<file path="config.mk">
export PLATFORM = sky130hd
export DESIGN_NAME = channel_volume_fader_unit
export DESIGN_NICKNAME = d
export VERILOG_FILES = /design/src/design/cvf_pkg.sv /design/src/design/channel_volume_fader_unit.sv /design/src/design/cvf_front.sv /design/src/design/cvf_queue.sv /design/src/design/cvf_back.sv
export SDC_FILE = /design/constraint.sdc
export NUM_CORES = 2
export LEC_CHECK = 0
export ABC_AREA = 1
export BUFFER_PORTS_ARGS = -buffer_cell sky130_fd_sc_hd__buf_2
export CAP_MARGIN = 0
export CORE_ASPECT_RATIO = 0.6
export CORE_MARGIN = 10
export CORE_UTILIZATION = 35
export CTS_CLUSTER_DIAMETER = 60
export DETAILED_ROUTE_END_ITERATION = 10
export GPL_TIMING_DRIVEN = 1
export HOLD_SLACK_MARGIN = 0.05
export SLEW_MARGIN = 20
export SYNTH_ARGS = -nofsm -noshare
export SYNTH_HDL_FRONTEND = slang
export SYNTH_SLANG_ARGS = --single-unit
export TNS_END_PERCENT = 1
</file>
<file path="constraint.sdc">
create_clock -name clock -period 7.4 [get_ports clock]
set_clock_uncertainty 0.05 [all_clocks]
set_input_delay 1.48 -clock clock [delete_from_list [all_inputs] [get_ports clock]]
set_output_delay 1.48 -clock clock [all_outputs]
set_load 0.03 [all_outputs]
</file>
<file path="src/design/cvf_pkg.sv">
// Package for the channel volume fader: types, constants and codes.
`timescale 1ns / 1ps
`default_nettype none
package cvf_pkg;

   // Field widths fixed by the interface
   localparam int unsigned CMD_W       = 2;
   localparam int unsigned CH_W        = 5;
   localparam int unsigned RATE_W      = 12;
   localparam int unsigned VOL_W       = 16;
   localparam int unsigned ACTIVE_W    = 6;
   localparam int unsigned RAMP_W      = 16;
   localparam int unsigned CSR_IDX_W   = 1;
   localparam int unsigned CSR_DATA_W  = 16;
   // rate is Q4.8, so the product drops eight fraction bits
   localparam int unsigned RATE_FRAC   = 8;
   localparam int unsigned STEP_W      = RAMP_W + RATE_W - RATE_FRAC;

   localparam int unsigned NUM_CHANNELS_DEFAULT = 32;
   localparam int unsigned QUEUE_DEPTH          = 2;

   localparam logic [VOL_W-1:0]  FULL_SCALE      = 16'h8000;
   localparam logic [RAMP_W-1:0] RAMP_STEP_RESET = 16'd1638;

   // Input command codes
   localparam logic [CMD_W-1:0] CMD_TICK   = 2'd0;
   localparam logic [CMD_W-1:0] CMD_MUTE   = 2'd1;
   localparam logic [CMD_W-1:0] CMD_UNMUTE = 2'd2;

   // Register indexes
   localparam logic [CSR_IDX_W-1:0] CSR_ACTIVE_CHANNELS = 1'd0;
   localparam logic [CSR_IDX_W-1:0] CSR_RAMP_STEP       = 1'd1;

   typedef enum logic [1:0] {
      OP_TICK   = 2'd0,
      OP_MUTE   = 2'd1,
      OP_UNMUTE = 2'd2
   } op_type;

   // One classified transaction waiting for the back end
   typedef struct packed {
      op_type            op;
      logic [CH_W-1:0]   ch;
      logic [STEP_W-1:0] step;
   } queue_item_type;

   typedef struct packed {
      logic empty;
      logic full;
   } queue_status_type;

endpackage
`default_nettype wire

</file>
<file path="src/design/channel_volume_fader_unit.sv">
// Top level of the per-channel linear mute fader.
// Order: a mute/unmute passes through the queue and then sets its mask bit; a tick's first
//   result enters the result register once a second changed channel is found, else at
//   the walk's end, and output stalls can delay it.
// Throughput: a tick holds the back end through pop, walk (one channel of the volume
//   store per cycle unless a held result waits on the output) and drain, plus output
//   stalls; mute/unmute retire one per cycle while no tick holds the back end.
// Reset (synchronous, active high): all unmuted, volumes 0, active_channels 0,
//   ramp_step 1638, queue and result register empty.
`timescale 1ns / 1ps
`default_nettype none
module channel_volume_fader_unit #(
   parameter int unsigned NUM_CHANNELS = cvf_pkg::NUM_CHANNELS_DEFAULT
) (
   input  wire logic                              clock,
   input  wire logic                              reset,
   // request channel
   input  wire logic                              req_valid,
   output logic                                   req_ready,
   input  wire logic [cvf_pkg::CMD_W-1:0]         req_command,
   input  wire logic [cvf_pkg::CH_W-1:0]          req_channel,
   input  wire logic [cvf_pkg::RATE_W-1:0]        req_rate,
   // result channel
   output logic                                   rsp_valid,
   input  wire logic                              rsp_ready,
   output logic [cvf_pkg::CH_W-1:0]               rsp_out_channel,
   output logic [cvf_pkg::VOL_W-1:0]              rsp_volume,
   output logic                                   rsp_last,
   // register write port
   input  wire logic                              csr_we,
   input  wire logic [cvf_pkg::CSR_IDX_W-1:0]     csr_index,
   input  wire logic [cvf_pkg::CSR_DATA_W-1:0]    csr_wdata
);
   import cvf_pkg::*;

   logic [ACTIVE_W-1:0] active_ff, active_in;
   logic [RAMP_W-1:0]   ramp_ff,   ramp_in;

   queue_status_type q_status;
   queue_item_type   push_item, pop_item;
   logic             q_push, q_pop;

   // config registers: to be written only while idle (the user's duty, not enforced here), so no shadowing needed
   always_comb begin
      active_in = active_ff;
      ramp_in   = ramp_ff;
      if (csr_we) begin
         unique case (csr_index)
            CSR_ACTIVE_CHANNELS: active_in = csr_wdata[ACTIVE_W-1:0];
            CSR_RAMP_STEP:       ramp_in   = csr_wdata[RAMP_W-1:0];
            default:             active_in = active_ff;
         endcase
      end
   end

   always_ff @(posedge clock) begin
      if (reset) begin
         active_ff <= '0;
         ramp_ff   <= RAMP_STEP_RESET;
      end else begin
         active_ff <= active_in;
         ramp_ff   <= ramp_in;
      end
   end

   // front end: classify, drop unused/out-of-range commands, compute tick step
   cvf_front #(
      .NUM_CHANNELS (NUM_CHANNELS)
   ) u_front (
      .req_valid   (req_valid),
      .req_ready   (req_ready),
      .req_command (req_command),
      .req_channel (req_channel),
      .req_rate    (req_rate),
      .ramp_step   (ramp_ff),
      .q_status    (q_status),
      .q_push      (q_push),
      .q_item      (push_item)
   );

   // decoupling queue: front keeps taking transactions while a tick walks, until the queue is full
   cvf_queue u_queue (
      .clock     (clock),
      .reset     (reset),
      .push      (q_push),
      .push_item (push_item),
      .pop       (q_pop),
      .pop_item  (pop_item),
      .status    (q_status)
   );

   // back end: one channel per cycle unless a held result waits on the output; holds one hit back to know which is last
   cvf_back #(
      .NUM_CHANNELS (NUM_CHANNELS)
   ) u_back (
      .clock           (clock),
      .reset           (reset),
      .active_channels (active_ff),
      .q_status        (q_status),
      .q_item          (pop_item),
      .q_pop           (q_pop),
      .rsp_valid       (rsp_valid),
      .rsp_ready       (rsp_ready),
      .rsp_out_channel (rsp_out_channel),
      .rsp_volume      (rsp_volume),
      .rsp_last        (rsp_last)
   );

   // volume never leaves [0, full scale]
   a_vol_range: assert property (@(posedge clock) disable iff (reset)
      rsp_valid |-> (rsp_volume <= FULL_SCALE))
      else $error("volume above full scale");

   // only existing channels are reported
   a_ch_range: assert property (@(posedge clock) disable iff (reset)
      rsp_valid |-> (32'(rsp_out_channel) < NUM_CHANNELS))
      else $error("result for nonexistent channel");

   // queue status is coherent
   a_q_status: assert property (@(posedge clock) disable iff (reset)
      !(q_status.empty && q_status.full))
      else $error("queue both empty and full");

   // a pop always finds an entry
   a_q_pop: assert property (@(posedge clock) disable iff (reset)
      q_pop |-> !q_status.empty)
      else $error("pop from empty queue");

endmodule
`default_nettype wire

</file>
<file path="src/design/cvf_front.sv">
// Front end: classifies request transactions and computes the tick step.
`timescale 1ns / 1ps
`default_nettype none
module cvf_front #(
   parameter int unsigned NUM_CHANNELS = cvf_pkg::NUM_CHANNELS_DEFAULT
) (
   input  wire logic                          req_valid,
   output logic                               req_ready,
   input  wire logic [cvf_pkg::CMD_W-1:0]     req_command,
   input  wire logic [cvf_pkg::CH_W-1:0]      req_channel,
   input  wire logic [cvf_pkg::RATE_W-1:0]    req_rate,
   input  wire logic [cvf_pkg::RAMP_W-1:0]    ramp_step,
   input  wire cvf_pkg::queue_status_type     q_status,
   output logic                               q_push,
   output cvf_pkg::queue_item_type            q_item
);
   import cvf_pkg::*;

   logic [RAMP_W+RATE_W-1:0] product;
   logic                     keep;

   assign product   = RAMP_W'(ramp_step) * (RAMP_W + RATE_W)'(req_rate);
   assign req_ready = !q_status.full;

   always_comb begin
      keep       = 1'b0;
      q_item.op  = OP_TICK;
      q_item.ch  = req_channel;
      q_item.step = product[RAMP_W+RATE_W-1:RATE_FRAC];
      unique case (req_command)
         CMD_TICK: begin
            keep = 1'b1;
         end
         CMD_MUTE: begin
            keep      = (32'(req_channel) < NUM_CHANNELS);
            q_item.op = OP_MUTE;
         end
         CMD_UNMUTE: begin
            keep      = (32'(req_channel) < NUM_CHANNELS);
            q_item.op = OP_UNMUTE;
         end
         default: begin
            keep = 1'b0;   // unused code: dropped
         end
      endcase
   end

   // dropped commands are still taken, they just never enter the queue
   assign q_push = req_valid && req_ready && keep;

endmodule
`default_nettype wire

</file>
<file path="src/design/cvf_queue.sv">
// Short queue between front and back ends.
`timescale 1ns / 1ps
`default_nettype none
module cvf_queue (
   input  wire logic                      clock,
   input  wire logic                      reset,
   input  wire logic                      push,
   input  wire cvf_pkg::queue_item_type   push_item,
   input  wire logic                      pop,
   output cvf_pkg::queue_item_type        pop_item,
   output cvf_pkg::queue_status_type      status
);
   import cvf_pkg::*;

   localparam int unsigned PTR_W = (QUEUE_DEPTH > 1) ? $clog2(QUEUE_DEPTH) : 1;
   localparam int unsigned CNT_W = $clog2(QUEUE_DEPTH + 1);

   queue_item_type    slot_ff [QUEUE_DEPTH];
   logic [PTR_W-1:0]  wr_ptr_ff, wr_ptr_in;
   logic [PTR_W-1:0]  rd_ptr_ff, rd_ptr_in;
   logic [CNT_W-1:0]  count_ff,  count_in;
   logic              do_push, do_pop;

   assign status.empty = (count_ff == '0);
   assign status.full  = (count_ff == CNT_W'(QUEUE_DEPTH));
   assign do_push      = push && !status.full;
   assign do_pop       = pop && !status.empty;
   assign pop_item     = slot_ff[rd_ptr_ff];

   always_comb begin
      wr_ptr_in = wr_ptr_ff;
      rd_ptr_in = rd_ptr_ff;
      count_in  = count_ff;
      if (do_push) begin
         wr_ptr_in = (32'(wr_ptr_ff) == QUEUE_DEPTH - 1) ? '0 : wr_ptr_ff + 1'b1;
      end
      if (do_pop) begin
         rd_ptr_in = (32'(rd_ptr_ff) == QUEUE_DEPTH - 1) ? '0 : rd_ptr_ff + 1'b1;
      end
      if (do_push && !do_pop) begin
         count_in = count_ff + 1'b1;
      end else if (do_pop && !do_push) begin
         count_in = count_ff - 1'b1;
      end
   end

   always_ff @(posedge clock) begin
      if (reset) begin
         wr_ptr_ff <= '0;
         rd_ptr_ff <= '0;
         count_ff  <= '0;
      end else begin
         wr_ptr_ff <= wr_ptr_in;
         rd_ptr_ff <= rd_ptr_in;
         count_ff  <= count_in;
      end
   end

   always_ff @(posedge clock) begin
      if (do_push) begin
         slot_ff[wr_ptr_ff] <= push_item;
      end
   end

endmodule
`default_nettype wire

</file>
<file path="src/design/cvf_back.sv">
// Back end: mute mask, volume store, channel walk and result register.
`timescale 1ns / 1ps
`default_nettype none
module cvf_back #(
   parameter int unsigned NUM_CHANNELS = cvf_pkg::NUM_CHANNELS_DEFAULT
) (
   input  wire logic                           clock,
   input  wire logic                           reset,
   input  wire logic [cvf_pkg::ACTIVE_W-1:0]   active_channels,
   input  wire cvf_pkg::queue_status_type      q_status,
   input  wire cvf_pkg::queue_item_type        q_item,
   output logic                                q_pop,
   output logic                                rsp_valid,
   input  wire logic                           rsp_ready,
   output logic [cvf_pkg::CH_W-1:0]            rsp_out_channel,
   output logic [cvf_pkg::VOL_W-1:0]           rsp_volume,
   output logic                                rsp_last
);
   import cvf_pkg::*;

   localparam int unsigned IDX_W = (NUM_CHANNELS > 1) ? $clog2(NUM_CHANNELS) : 1;

   typedef enum logic [2:0] {
      ST_IDLE = 3'b001,
      ST_WALK = 3'b010,
      ST_DONE = 3'b100
   } state_type;

   state_type          state_ff, state_in;
   logic [NUM_CHANNELS-1:0] mask_ff, mask_in;
   logic [VOL_W-1:0]   vol_ff [NUM_CHANNELS];
   logic [VOL_W-1:0]   vol_in [NUM_CHANNELS];
   logic [IDX_W-1:0]   idx_ff, idx_in;
   logic [IDX_W-1:0]   last_idx_ff, last_idx_in;
   logic [STEP_W-1:0]  step_ff, step_in;
   logic               pend_valid_ff, pend_valid_in;
   logic [IDX_W-1:0]   pend_ch_ff, pend_ch_in;
   logic [VOL_W-1:0]   pend_vol_ff, pend_vol_in;
   logic               rsp_valid_ff, rsp_valid_in;
   logic [CH_W-1:0]    rsp_ch_ff, rsp_ch_in;
   logic [VOL_W-1:0]   rsp_vol_ff, rsp_vol_in;
   logic               rsp_last_ff, rsp_last_in;

   logic [ACTIVE_W-1:0] walk_count;
   logic [VOL_W-1:0]    cur_v, new_v;
   logic [STEP_W:0]     up_sum;
   logic                muted, hit, out_busy, walk_stall, load_mid, load_end;

   // count clamp to the channels that exist
   assign walk_count = (32'(active_channels) > NUM_CHANNELS) ?
                       ACTIVE_W'(NUM_CHANNELS) : active_channels;

   // per-channel ramp for the channel under the walk pointer
   assign cur_v  = vol_ff[idx_ff];
   assign muted  = mask_ff[idx_ff];
   assign up_sum = (STEP_W + 1)'(cur_v) + (STEP_W + 1)'(step_ff);
   always_comb begin
      if (muted) begin
         hit   = (cur_v != '0);
         new_v = (step_ff >= STEP_W'(cur_v)) ? '0 : cur_v - step_ff[VOL_W-1:0];
      end else begin
         hit   = (cur_v < FULL_SCALE);
         new_v = (up_sum > (STEP_W + 1)'(FULL_SCALE)) ? FULL_SCALE : up_sum[VOL_W-1:0];
      end
   end

   assign out_busy   = rsp_valid_ff && !rsp_ready;
   // a second hit needs the held one moved out first
   assign walk_stall = hit && pend_valid_ff && out_busy;
   assign load_mid   = (state_ff == ST_WALK) && hit && pend_valid_ff && !out_busy;
   assign load_end   = (state_ff == ST_DONE) && pend_valid_ff && !out_busy;
   assign q_pop      = (state_ff == ST_IDLE) && !q_status.empty;

   always_comb begin
      state_in      = state_ff;
      mask_in       = mask_ff;
      vol_in        = vol_ff;
      idx_in        = idx_ff;
      last_idx_in   = last_idx_ff;
      step_in       = step_ff;
      pend_valid_in = pend_valid_ff;
      pend_ch_in    = pend_ch_ff;
      pend_vol_in   = pend_vol_ff;
      unique case (state_ff)
         ST_IDLE: begin
            if (q_pop) begin
               unique case (q_item.op)
                  OP_MUTE:   mask_in[q_item.ch[IDX_W-1:0]] = 1'b1;
                  OP_UNMUTE: mask_in[q_item.ch[IDX_W-1:0]] = 1'b0;
                  OP_TICK: begin
                     step_in     = q_item.step;
                     idx_in      = '0;
                     last_idx_in = IDX_W'(walk_count - 1'b1);
                     if (walk_count != '0) begin
                        state_in = ST_WALK;
                     end
                  end
                  default: begin
                     state_in = ST_IDLE;
                  end
               endcase
            end
         end
         ST_WALK: begin
            if (!walk_stall) begin
               if (hit) begin
                  vol_in[idx_ff] = new_v;
                  pend_valid_in  = 1'b1;
                  pend_ch_in     = idx_ff;
                  pend_vol_in    = new_v;
               end
               idx_in = idx_ff + 1'b1;
               if (idx_ff == last_idx_ff) begin
                  state_in = ST_DONE;
               end
            end
         end
         ST_DONE: begin
            if (!pend_valid_ff) begin
               state_in = ST_IDLE;
            end else if (!out_busy) begin
               pend_valid_in = 1'b0;
               state_in      = ST_IDLE;
            end
         end
         default: begin
            state_in = ST_IDLE;
         end
      endcase
   end

   always_comb begin
      rsp_ch_in   = rsp_ch_ff;
      rsp_vol_in  = rsp_vol_ff;
      rsp_last_in = rsp_last_ff;
      if (load_mid || load_end) begin
         rsp_valid_in = 1'b1;
         rsp_ch_in    = CH_W'(pend_ch_ff);
         rsp_vol_in   = pend_vol_ff;
         rsp_last_in  = load_end;
      end else begin
         rsp_valid_in = rsp_valid_ff && !rsp_ready;
      end
   end

   always_ff @(posedge clock) begin
      if (reset) begin
         state_ff      <= ST_IDLE;
         mask_ff       <= '0;
         vol_ff        <= '{default: '0};
         pend_valid_ff <= 1'b0;
         rsp_valid_ff  <= 1'b0;
      end else begin
         state_ff      <= state_in;
         mask_ff       <= mask_in;
         vol_ff        <= vol_in;
         pend_valid_ff <= pend_valid_in;
         rsp_valid_ff  <= rsp_valid_in;
      end
   end

   always_ff @(posedge clock) begin
      idx_ff      <= idx_in;
      last_idx_ff <= last_idx_in;
      step_ff     <= step_in;
      pend_ch_ff  <= pend_ch_in;
      pend_vol_ff <= pend_vol_in;
      rsp_ch_ff   <= rsp_ch_in;
      rsp_vol_ff  <= rsp_vol_in;
      rsp_last_ff <= rsp_last_in;
   end

   assign rsp_valid       = rsp_valid_ff;
   assign rsp_out_channel = rsp_ch_ff;
   assign rsp_volume      = rsp_vol_ff;
   assign rsp_last        = rsp_last_ff;

endmodule
`default_nettype wire

</file>
==> out/metrics.yaml <==
wl_microns: 132000
cp.required_ns: 7.75
ys_ff_latch: 703
syn_inst: 6522
synth_top_family_by_area: "simple AND/OR/NAND/NOR gates"
start_util: 0.354
clockBufferDepth: 3
min_from: "u_back.pend_ch_ff[0]"
postCtsSetupBuffers: 0
grt_max_degree: 220
place_ws_ns: 0.441
syn_avg_cell_area_sq_um: 6.64
synth-xor-area-share: 0.00546
clkTransAtPathRegs_ns: 0.07
syn_to_final_growth_pct: 7.81
critical-path-top-delay-family: "adder cells"
layout_common_cells: "2212 x nand2_1, 1228 x nor2_1, 927 x inv_1, 576 x dfxtp_1, 277 x nand3_1"
synth_area_leaders: "dfxtp_1 27%, nand2_1 19%, nor2_1 11%, edfxtp_1 8.8%, inv_1 8.0%"
finalNonFillerCells: 8031
via_per_inst: 4.78
cts_sinks: 703
first_pass_iters: 5
fp-row-count: 99
reg2reg_slack_ns: 1.13
crit_path_max_fanout: 16
max_stage_delay_ns: 0.55
synthArstFlopShare: 0
holdCritPathClass: "reg -> reg"
synth_ff_type: "dfxtp_1"
synth-compound-area-share: 0.0478
postCtsHoldBufs: 0
antenna_found_initial: 2
synth.distinct_cells: 50
cap_violations: 0
first_iter_violations: 4276
finalSetupViolCount: 0
critPathArrivalTime_ns: 6.69
layout-drive-gt1-share: 0.0544
synth_edf_count: 127
grtUsageTotal: 0.185
io_buffers: 64
die-area_sq_mm: 0.139
max_freq_mhz: 158
place_inst: 7905
yosysWarnings: 0
yosys.area.top_type_share: 0.266
vdd_drop_max_mv: 0.308
cts_made_buffers: 72
syn_nets: 6823
outcome: "finished clean"
hold_depth: 0
post_cts_resized: 0
wl_per_cell_microns: 16.4
htree_num_levels: 3
worstPathCellList: "buf_2 > nand2_1 > fa_1 > inv_1 > fa_1 > fa_1 > fa_1 > inv_1 > fa_1 > inv_1 > ha_1 > a21oi_1 > o21ai_0 > a21o_1 > a21oi_1 > o21ai_0 > a21oi_1 > nor2_1 > nor2_1 > xnor2_1"
gp_congestion: 0.941
crit_slowest_cell: "fa_1"
synth.area.mux_share: 0.00543
vias: 38400
fillerInstances: 12800
p_per_area_mw_per_mm2: 301
dp_hpwl_microns: 89000
r2r_start: "u_back.idx_ff[0]"
clock_latency_ns: 0.67
fin_crit_sh: 0.857
grt_pass1_vias: 34500
nNetsFinal: 6664
synth_top_area_cell: "dfxtp_1"
final_max_slew_viol_count: 0
root_buffer: "clkbuf_16"
yosys.area_share.simple: 0.357
whs_endpoint: "u_back.rsp_out_channel[0]"
worst-path-buf-inv: 4
ff2ff_path_depth: 23
tightest_slew_ns: 1.26
utilization: 0.382
synth_area_sq_mm: 0.0433
dieWidth_microns: 474
fin_ws_ns: 1.06
max_slew_margin: 0.161
leakage_uw: 0.0252
drc: 0
ios: 65
crit_top_cell: "fa_1"
die_y_microns: 293
tns_ns: 0
ant_nets: 0
yosysSeqAreaShare: 0.354
reg2reg_to: "u_back.vol_ff[348]"
critPathLaunchType: "input port"
grt-ovfl-total: 0
coreArea_sq_mm: 0.122
synth_fa_ha_area_frac: 0.0995
final_hold_viol_count: 0
worst-setup-path-type: "in -> reg"
endpoint_kind: "register"
period_minus_slack_ns: 6.34
rsz0062_at_grt: "false"
tritoncts: "done"
grt_first_pass_wirelength_microns: 203000
final_common_cell: "nand2_1"
final cells by class:
class	instances	area (sq um)	area share
Inverter	939	3540	0.0758
Clock buffer	101	2030	0.0435
Timing Repair Buffer	151	1220	0.0262
Sequential cell	703	15300	0.328
Antenna cell	1	2.50	0.0000536
Tap cell	1616	2020	0.0433
Multi-Input combinational cell	4496	22300	0.478
Clock inverter	24	215	0.00461
state kept, by name (all words and copies together), names as in the netlist, 2 cells and up, named ones only:
register / cells
u_back.vol_ff: 512
u_queue.slot_ff: 54
u_back.step_ff: 20
ramp_ff: 16
u_back.pend_vol_ff: 16
u_back.rsp_volume: 16
active_ff: 6
u_back.idx_ff: 5
u_back.last_idx_ff: 5
u_back.pend_ch_ff: 5
u_back.rsp_out_channel: 5
u_back.state_ff: 3
u_queue.count_ff: 2
synth_stat cells (9+ instances only):
library cell,instances
nand4_4,27
mux2_2,20
buf_6,26
a21oi_1,130
xor2_1,16
a311oi_1,19
nand3_1,277
inv_1,927
fa_1,141
nand2_1,2213
edfxtp_1,127
o211ai_1,58
buf_1,31
o21ai_0,119
nand2_2,9
nand4_1,19
clkbuf_1,112
buf_2,124
nor2_1,1231
dfxtp_1,576
xnor2_1,11
ha_1,119
buf_4,89
nor3_1,25
per-stage QoR:
| stage | cell area, sq um | hold WS, ns | power (uW) |
|---|---|---|---|
| 5_1_grt | 46700 | 0.378 | 15000 |
| 4_1_cts | 46700 | 0.362 | 14000 |
| 2_1_floorplan | 43300 | 0.350 | 8640 |
| 6_report | 46700 | 0.355 | 14100 |
| 3_3_place_gp | 44500 | 0.352 | 10400 |
| 3_5_place_dp | 44500 | 0.355 | 10400 |
power by group:
part           internal (uW)  switching (uW)
sequential              4360             116
clock                   2000            1630
combinational           1790            4190
total                   8140            5940
cells by family (layout without fill, tap and decap cells):
kind of cell,after synthesis,in the layout
muxes,21,21
xor gates and xnor gates,27,27
AOI/OAI and AO/OA,356,356
adders and majority gates,260,260
other,0,1
DFF,703,703
buffers and inverters,1323,1215
and+or+nand+nor,3832,3832
how the worst max path moves through the flow:
stage,end,from,cells after the start
detailed placement,u_queue.slot_ff[1][15],req_rate[10],21
floorplan,u_queue.slot_ff[0][15],req_rate[11],22
finish,u_queue.slot_ff[0][15],req_rate[6],20
global placement,u_queue.slot_ff[0][15],req_rate[10],20
CTS,u_queue.slot_ff[0][15],req_rate[10],21
global route,u_queue.slot_ff[0][15],req_rate[10],21
layer usage:
layer / part of all wire / up-vias / routed length [microns] / global-route usage
met5: 0 / - / 0 / 0
met4: 0.020 / 0 / 2660 / 0.0408
met1: 0.50 / 17700 / 65400 / 0.286
li1: - / 19200 / - / -
met3: 0.11 / 143 / 14000 / 0.0544
met2: 0.38 / 1359 / 49600 / 0.245
No activity file was read; power rests on OpenSTA's default activity.
